**src/hw/rtl/assert_macros.svh**
```systemverilog
// Assertion macros shared by the RTL.
// No dependencies.
`ifndef ASSERT_MACROS_SVH
`define ASSERT_MACROS_SVH
// implication checked on every clock, disabled in reset
`define ASSERT_IMPL(label, clk, rst_n, ante, cons) \
	label: assert property (@(posedge clk) disable iff (!rst_n) (ante) |-> (cons)) \
		else $error("assertion failed");
// next-cycle implication
`define ASSERT_NEXT(label, clk, rst_n, ante, cons) \
	label: assert property (@(posedge clk) disable iff (!rst_n) (ante) |=> (cons)) \
		else $error("assertion failed");
`endif

```
**src/hw/rtl/smn_pkg.sv**
```systemverilog
// Package for sparse_matrix_norm_unit: widths, codes, queue record type.
// No dependencies.
package smn_pkg;
	localparam int MaxDim = 1024;
	localparam int IdxW = $clog2(MaxDim);
	localparam int CntW = IdxW + 1;
	localparam int RegIdxW = 2;
	localparam int CfgW = 11;
	localparam int SumW = 48;
	localparam int SqW = 64;
	localparam int QDepth = 2;

	localparam logic [RegIdxW-1:0] RegNormKind = 2'd0;
	localparam logic [RegIdxW-1:0] RegSymmetric = 2'd1;
	localparam logic [RegIdxW-1:0] RegMatrixSize = 2'd2;
	localparam logic [RegIdxW-1:0] RegIndexBase = 2'd3;

	typedef enum logic [1:0] {
		KindMax = 2'd0,
		KindOne = 2'd1,
		KindInf = 2'd2,
		KindFrob = 2'd3
	} kind_t;

	// classified entry handed from the front to the back
	typedef struct packed {
		logic in_range;
		logic mirror;
		logic last;
		logic [IdxW-1:0] first_idx;
		logic [IdxW-1:0] second_idx;
		logic [SqW-1:0] sq;
	} work_t;

	typedef enum logic [3:0] {
		StIdle,
		StRoot,
		StRd1,
		StWr1,
		StRd2,
		StWr2,
		StScanRd,
		StScan,
		StFinStart,
		StFinRoot,
		StOut,
		StClear
	} state_t;
endpackage

```
**src/hw/rtl/smn_stream_if.sv**
```systemverilog
// Valid/ready channel interfaces for the norm unit.
// Depends on smn_pkg.
interface smn_entry_if;
	logic valid;
	logic ready;
	logic [10:0] row_index;
	logic [10:0] column_index;
	logic signed [31:0] real_part;
	logic signed [31:0] imag_part;
	logic last_entry;
	modport source(output valid, row_index, column_index, real_part, imag_part, last_entry,
		input ready);
	modport sink(input valid, row_index, column_index, real_part, imag_part, last_entry,
		output ready);
endinterface


```
**src/hw/rtl/smn_front.sv**
```systemverilog
// Front: accepts entries, squares and range-checks them, fills the work queue.
// Depends on smn_pkg and smn_stream_if.
module smn_front (
	input  logic               clk,
	input  logic               arst_n,
	smn_entry_if.sink          entry,
	input  logic               symmetric,
	input  logic [10:0]        matrix_size,
	input  logic               index_base,
	input  logic [1:0]         norm_kind,
	output smn_pkg::work_t     work,
	output logic               work_valid,
	input  logic               work_ready
);
	// stage 1: absolute values and indices
	logic v_s1, v_s2;
	logic [31:0] re_s1, im_s1;
	logic [63:0] re2_s2, im2_s2;
	logic rng_s1, rng_s2, mir_s1, mir_s2, last_s1, last_s2;
	logic [smn_pkg::IdxW-1:0] a_s1, b_s1, a_s2, b_s2;
	smn_pkg::work_t q_q [smn_pkg::QDepth];
	logic [$clog2(smn_pkg::QDepth)-1:0] wp_q, rp_q;
	logic [$clog2(smn_pkg::QDepth+1)-1:0] cnt_q;
	logic [10:0] size, r, c;
	logic ok, adv, push, pop;

	always_comb begin
		size = (matrix_size > 11'(smn_pkg::MaxDim)) ? 11'(smn_pkg::MaxDim) : matrix_size;
		r = entry.row_index - 11'(index_base);
		c = entry.column_index - 11'(index_base);
		ok = (entry.row_index >= 11'(index_base)) && (entry.column_index >= 11'(index_base))
			&& (r < size) && (c < size);
	end

	// pipeline moves when its tail has space; two stages plus queue
	assign push = v_s2 && (cnt_q < $bits(cnt_q)'(smn_pkg::QDepth));
	assign adv = !v_s2 || push;
	assign entry.ready = adv;
	assign pop = work_valid && work_ready;

	always_ff @(posedge clk or negedge arst_n) begin
		if (!arst_n) begin
			v_s1 <= 1'b0;
			v_s2 <= 1'b0;
		end else if (adv) begin
			v_s1 <= entry.valid;
			v_s2 <= v_s1;
		end
	end
	always_ff @(posedge clk) begin
		if (adv) begin
			re_s1 <= entry.real_part[31] ? 32'(-entry.real_part) : entry.real_part;
			im_s1 <= entry.imag_part[31] ? 32'(-entry.imag_part) : entry.imag_part;
			rng_s1 <= ok;
			mir_s1 <= symmetric && (r != c);
			last_s1 <= entry.last_entry;
			if (norm_kind == smn_pkg::KindInf) begin
				a_s1 <= r[smn_pkg::IdxW-1:0];
				b_s1 <= c[smn_pkg::IdxW-1:0];
			end else begin
				a_s1 <= c[smn_pkg::IdxW-1:0];
				b_s1 <= r[smn_pkg::IdxW-1:0];
			end
			re2_s2 <= 64'(re_s1) * 64'(re_s1);
			im2_s2 <= 64'(im_s1) * 64'(im_s1);
			rng_s2 <= rng_s1;
			mir_s2 <= mir_s1;
			last_s2 <= last_s1;
			a_s2 <= a_s1;
			b_s2 <= b_s1;
		end
	end

	always_ff @(posedge clk or negedge arst_n) begin
		if (!arst_n) begin
			wp_q <= '0;
			rp_q <= '0;
			cnt_q <= '0;
		end else begin
			if (push) wp_q <= wp_q + 1'b1;
			if (pop) rp_q <= rp_q + 1'b1;
			cnt_q <= cnt_q + $bits(cnt_q)'(push) - $bits(cnt_q)'(pop);
		end
	end
	always_ff @(posedge clk) begin
		if (push) begin
			q_q[wp_q] <= '{in_range: rng_s2, mirror: mir_s2, last: last_s2,
				first_idx: a_s2, second_idx: b_s2, sq: re2_s2 + im2_s2};
		end
	end
	assign work = q_q[rp_q];
	assign work_valid = cnt_q != '0;
endmodule

```
**src/flat_wrapper.sv**
```systemverilog
// flat-port wrapper written by rule: the top's interface ports become plain ports
module smn_front_flat 
  (clk, arst_n, symmetric, matrix_size, index_base, norm_kind, work, work_valid, work_ready, entry_valid, entry_row_index, entry_column_index, entry_real_part, entry_imag_part, entry_last_entry, entry_ready);
  smn_entry_if entry_i ();
  input  logic clk;
  input  logic arst_n;
  input  logic symmetric;
  input  logic [10:0] matrix_size;
  input  logic index_base;
  input  logic [1:0] norm_kind;
  output smn_pkg::work_t work;
  output logic work_valid;
  input  logic work_ready;
  input wire logic [$bits(entry_i.valid)-1:0] entry_valid;
  input wire logic [$bits(entry_i.row_index)-1:0] entry_row_index;
  input wire logic [$bits(entry_i.column_index)-1:0] entry_column_index;
  input wire logic [$bits(entry_i.real_part)-1:0] entry_real_part;
  input wire logic [$bits(entry_i.imag_part)-1:0] entry_imag_part;
  input wire logic [$bits(entry_i.last_entry)-1:0] entry_last_entry;
  output wire logic [$bits(entry_i.ready)-1:0] entry_ready;
  assign entry_i.valid = entry_valid;
  assign entry_i.row_index = entry_row_index;
  assign entry_i.column_index = entry_column_index;
  assign entry_i.real_part = entry_real_part;
  assign entry_i.imag_part = entry_imag_part;
  assign entry_i.last_entry = entry_last_entry;
  assign entry_ready = entry_i.ready;
  smn_front u_core (.clk(clk), .arst_n(arst_n), .entry(entry_i), .symmetric(symmetric), .matrix_size(matrix_size), .index_base(index_base), .norm_kind(norm_kind), .work(work), .work_valid(work_valid), .work_ready(work_ready));
endmodule
```
**config.mk**
```make
export PLATFORM = sky130hd
export DESIGN_NAME = smn_front_flat
export DESIGN_NICKNAME = d
export VERILOG_FILES = /design/src/hw/rtl/assert_macros.svh /design/src/hw/rtl/smn_pkg.sv /design/src/hw/rtl/smn_stream_if.sv /design/src/hw/rtl/smn_front.sv /design/src/flat_wrapper.sv
export SDC_FILE = /design/constraint.sdc
export NUM_CORES = 2
export LEC_CHECK = 0
export BUFFER_PORTS_ARGS = -buffer_cell sky130_fd_sc_hd__buf_2
export CORE_ASPECT_RATIO = 0.75
export CORE_MARGIN = 2
export CORE_UTILIZATION = 55
export DETAILED_ROUTE_END_ITERATION = 7
export PLACE_DENSITY = 0.78
export SYNTH_ARGS = -nofsm -noshare
export SYNTH_HDL_FRONTEND = slang
export SYNTH_SLANG_ARGS = --single-unit
```
**constraint.sdc**
```tcl
create_clock -name clk -period 7.3 [get_ports clk]
set_clock_uncertainty 0.1 [all_clocks]
set_input_delay 1.46 -clock clk [delete_from_list [all_inputs] [get_ports clk]]
set_output_delay 1.46 -clock clk [all_outputs]
set_load 0.01 [all_outputs]
```
==> results.toml <==
[clocking]
clock_sinks = 416
cts_buffer_depth = 3
cts_tree = "built"
cts_buffers = 45
hold_buffers = 0
htreeDepth = 2
root_buffer = "clkbuf_16"
clk_pin_slew_ps = 70
clkLatencyLatePin_ps = 660

[die]
die_h_um = 330
die_x_um = 439
coreArea_um2 = 141000
dieArea_um2 = 145000
io_pins = 195
initial_core_util_pct = 55.5
num_rows = 119

[setup_path]
slowest_delay_ps = 580
rr_worst_depth = 26
worst_setup_path_end_kind = "flip-flop"
worst_path_most_repeated_cell = "fa_1"
critPathMaxFanout = 4
endpoint = "u_core.im2_s2[61]$_DFFE_PP_"
crit_type = "flip-flop to flip-flop"
worstPathRequired_ps = 7600
crit_path_start = "u_core.im_s1[16]$_DFFE_PP_"
worstPathArrival_ps = 8190
critPathLaunchType = "flip-flop"
slowest_stage = "fa_1"
r2r_start = "u_core.im_s1[16]$_DFFE_PP_"
ff2ff_setup_slack_ps = -590
r2r-end = "u_core.im2_s2[61]$_DFFE_PP_"

[placed_design]
port_buffers = 194
gp_congestion = 0.967
dpl.hpwl_um = 173000
place_area_um2 = 88700

[hold_path]
hold_depth = 0
hold_class = "flip-flop to flip-flop"

[timing]
fin_ws_ps = -591
worstMarginPinSlew_ps = 1070
fin_crit_ps = 7890
rsz0062_at_grt = "yes"
relSlewSlack_pct = 28.6
setup_violations = 66
clock.fmax_mhz = 127
hold-worst-slack_ps = 319
report.final.hold_viol_count = 0
drv_slew = 0
fin_crit_sh_pct = 108

[routing]
viasPerCell = 5.45
drt_iter0_markers = 5139
firstDrtPassIters = 8
routed_wl_um = 214000
wl_per_cell_um = 20.0
ant_nets = 0
remaining_drc_errors = 40
dr_total_vias = 58400

[yosys]
syn_area_um2 = 78000
ys_warn_count = 0
synth_edf_count = 410
syn-num-nets = 10100
synth.avg_cell_area_um2 = 10.1
yosys.area.top_type_share_pct = 40.8
yosys-top-cells-area = "fa_1, edfxtp_1, ha_1"
ys_seq_area_share_pct = 16.0
async_reset_ff_share_pct = 1.44
ys_ff_latch = 416
synth_top_cell_by_area = "fa_1"
yosys.cell_types.count = 78
synth_cells = 7699
synth_flop_cell = "edfxtp_1"

[global_route]
grt_max_degree = 78
grtUsageMet1_pct = 41.1
grt_pass1_vias = 63800
grt_pass1_wl_um = 340000
overflow = 0
use_met2_pct = 47.7
top_usage_layer = "met2"
grt_usage_pct = 30.0
grtUsageMet3_pct = 5.61
antenna_found_initial = 3

[outcome]
status = "finished with violations"
violations = "design-rule violations, negative setup slack"

[final_layout]
fin_nets = 11200
syn_to_final_growth_pct = 20.8
fin_area_um2 = 94200
drive_gt1_share_pct = 22.7
fin_util_pct = 67.0

[flow_run]
cap_violations = 0
==> routing by layer <==
metal  vias to the layer above  wire (um)
met5                         -         23
met4                         4       9670
met3                       537      20400
met2                      2634      99600
met1                     29600      84800
li1                      25700          -
==> Yosys cell counts (all sizes together), types with 14 or more instances <==
cell type     n
inv        2002
fa         1589
ha          680
nand2       662
and2        465
edfxtp      410
clkbuf      262
a21oi       214
xnor2       212
nor2        155
xor2        137
a21o        131
o21ai       129
mux2         90
nand4        46
nor2b        42
o21bai       40
nand3        39
a31oi        36
nor3         30
o31ai        26
a31o         24
and3         24
nand2b       21
a211oi       19
mux2i        17
nor4         16
or2          16
o21a         15
or4          14
==> critical path: cells and delay by family, from the launching register on <==
| family | cells | cell delay [ps] |
|---|---|---|
| simple gates | 2 | 320 |
| fa+ha+maj | 9 | 4340 |
| buf+inv | 6 | 740 |
| xor+xnor | 1 | 140 |
| flops | 1 | 490 |
| compound gates | 8 | 1520 |
==> flip-flops by register name, summed over array words and instances, names as in the netlist, 2 cells and up <==
signal         cells
u_core.q_q       174
u_core.im2_s2     63
u_core.re2_s2     63
u_core.im_s1      32
u_core.re_s1      32
u_core.a_s1       10
u_core.a_s2       10
u_core.b_s1       10
u_core.b_s2       10
u_core.cnt_q       2
==> through the flow <==
| stage | setup TNS (ps) | worst slack (ps) | instances |
|---|---|---|---|
| 5_1_grt | -34210 | -779 | 10700 |
| 3_3_place_gp | -22800 | -946 | 10500 |
| 6_report | -22210 | -591 | 10700 |
| 2_1_floorplan | -403 | -134 | 7699 |
| 4_1_cts | -12010 | -485 | 10700 |
| 3_5_place_dp | -28690 | -961 | 10500 |
==> layout by cell type (no fill, tap or decap), drive strengths merged, types with 9 or more instances in the layout <==
cell,Yosys,final
and2,465,465
and3,24,24
or4,14,14
nor4,16,16
clkbuf,262,57
buf,11,1327
o21ai,129,129
a21o,131,131
a21boi,11,11
nor2b,42,42
nor3,30,30
inv,2002,2003
o41ai,10,10
xor2,137,137
ha,680,680
o211ai,10,10
nand3,39,39
xnor2,212,212
o31ai,26,26
or3,9,9
clkinv,1,15
o21a,15,15
a21oi,214,214
mux2,90,90
or2,16,16
o21bai,40,40
nand4,46,46
nand2b,21,21
fa,1589,1589
mux2i,17,17
a31o,24,24
a221oi,9,9
a211oi,19,19
nand2,662,662
a31oi,36,36
nor2,155,155
edfxtp,410,410
==> cell type report <==
class                   count  area (um^2)
multi-input cells        5007        59400
fillers                  9926        46400
flip-flops and latches    416        12500
repair buffers           1331        10900
inverters                2003         7540
well taps                1875         2350
clock buffers              56         1170
clock inverters            26          342
diodes                      1         2.50
==> logic make-up (layout without fill, tap and decap cells) <==
kind of cell,Yosys count,after routing,share of synthesized area (%)
AO/OA/AOI/OAI,724,724,6.01
XOR/XNOR,349,349,3.92
adder cells (fa/ha/maj),2269,2269,51.7
buffers and inverters,2276,3416,11.0
flip-flops,416,416,16.0
multiplexers,107,107,1.52
other,0,1,0
AND/OR/NAND/NOR,1558,1558,9.90
==> worst min-delay path by stage <==
stage	start	endpoint	slack, ps
floorplan	u_core.a_s1[0]$_DFFE_PP_	u_core.a_s2[0]$_DFFE_PP_	300
finish	u_core.b_s1[3]$_DFFE_PP_	u_core.b_s2[3]$_DFFE_PP_	320
global route	u_core.mir_s1$_DFFE_PP_	u_core.mir_s2$_DFFE_PP_	330
detailed placement	u_core.a_s1[0]$_DFFE_PP_	u_core.a_s2[0]$_DFFE_PP_	300
CTS	u_core.b_s1[3]$_DFFE_PP_	u_core.b_s2[3]$_DFFE_PP_	320
global placement	u_core.b_s1[4]$_DFFE_PP_	u_core.b_s2[4]$_DFFE_PP_	300
==> repair_timing <==
action | CTS | global route
setup endpoints to repair | 70 | 85
pin swaps | 260 | 207
cloned | 10 | 1
gates resized for setup | 374 | 272
endpoints found under the hold margin | 0 | 0
setup buffers | 95 | 52
Power is not shown: default switching activity piles up to over one toggle a cycle in this logic, so the estimate is an artifact.
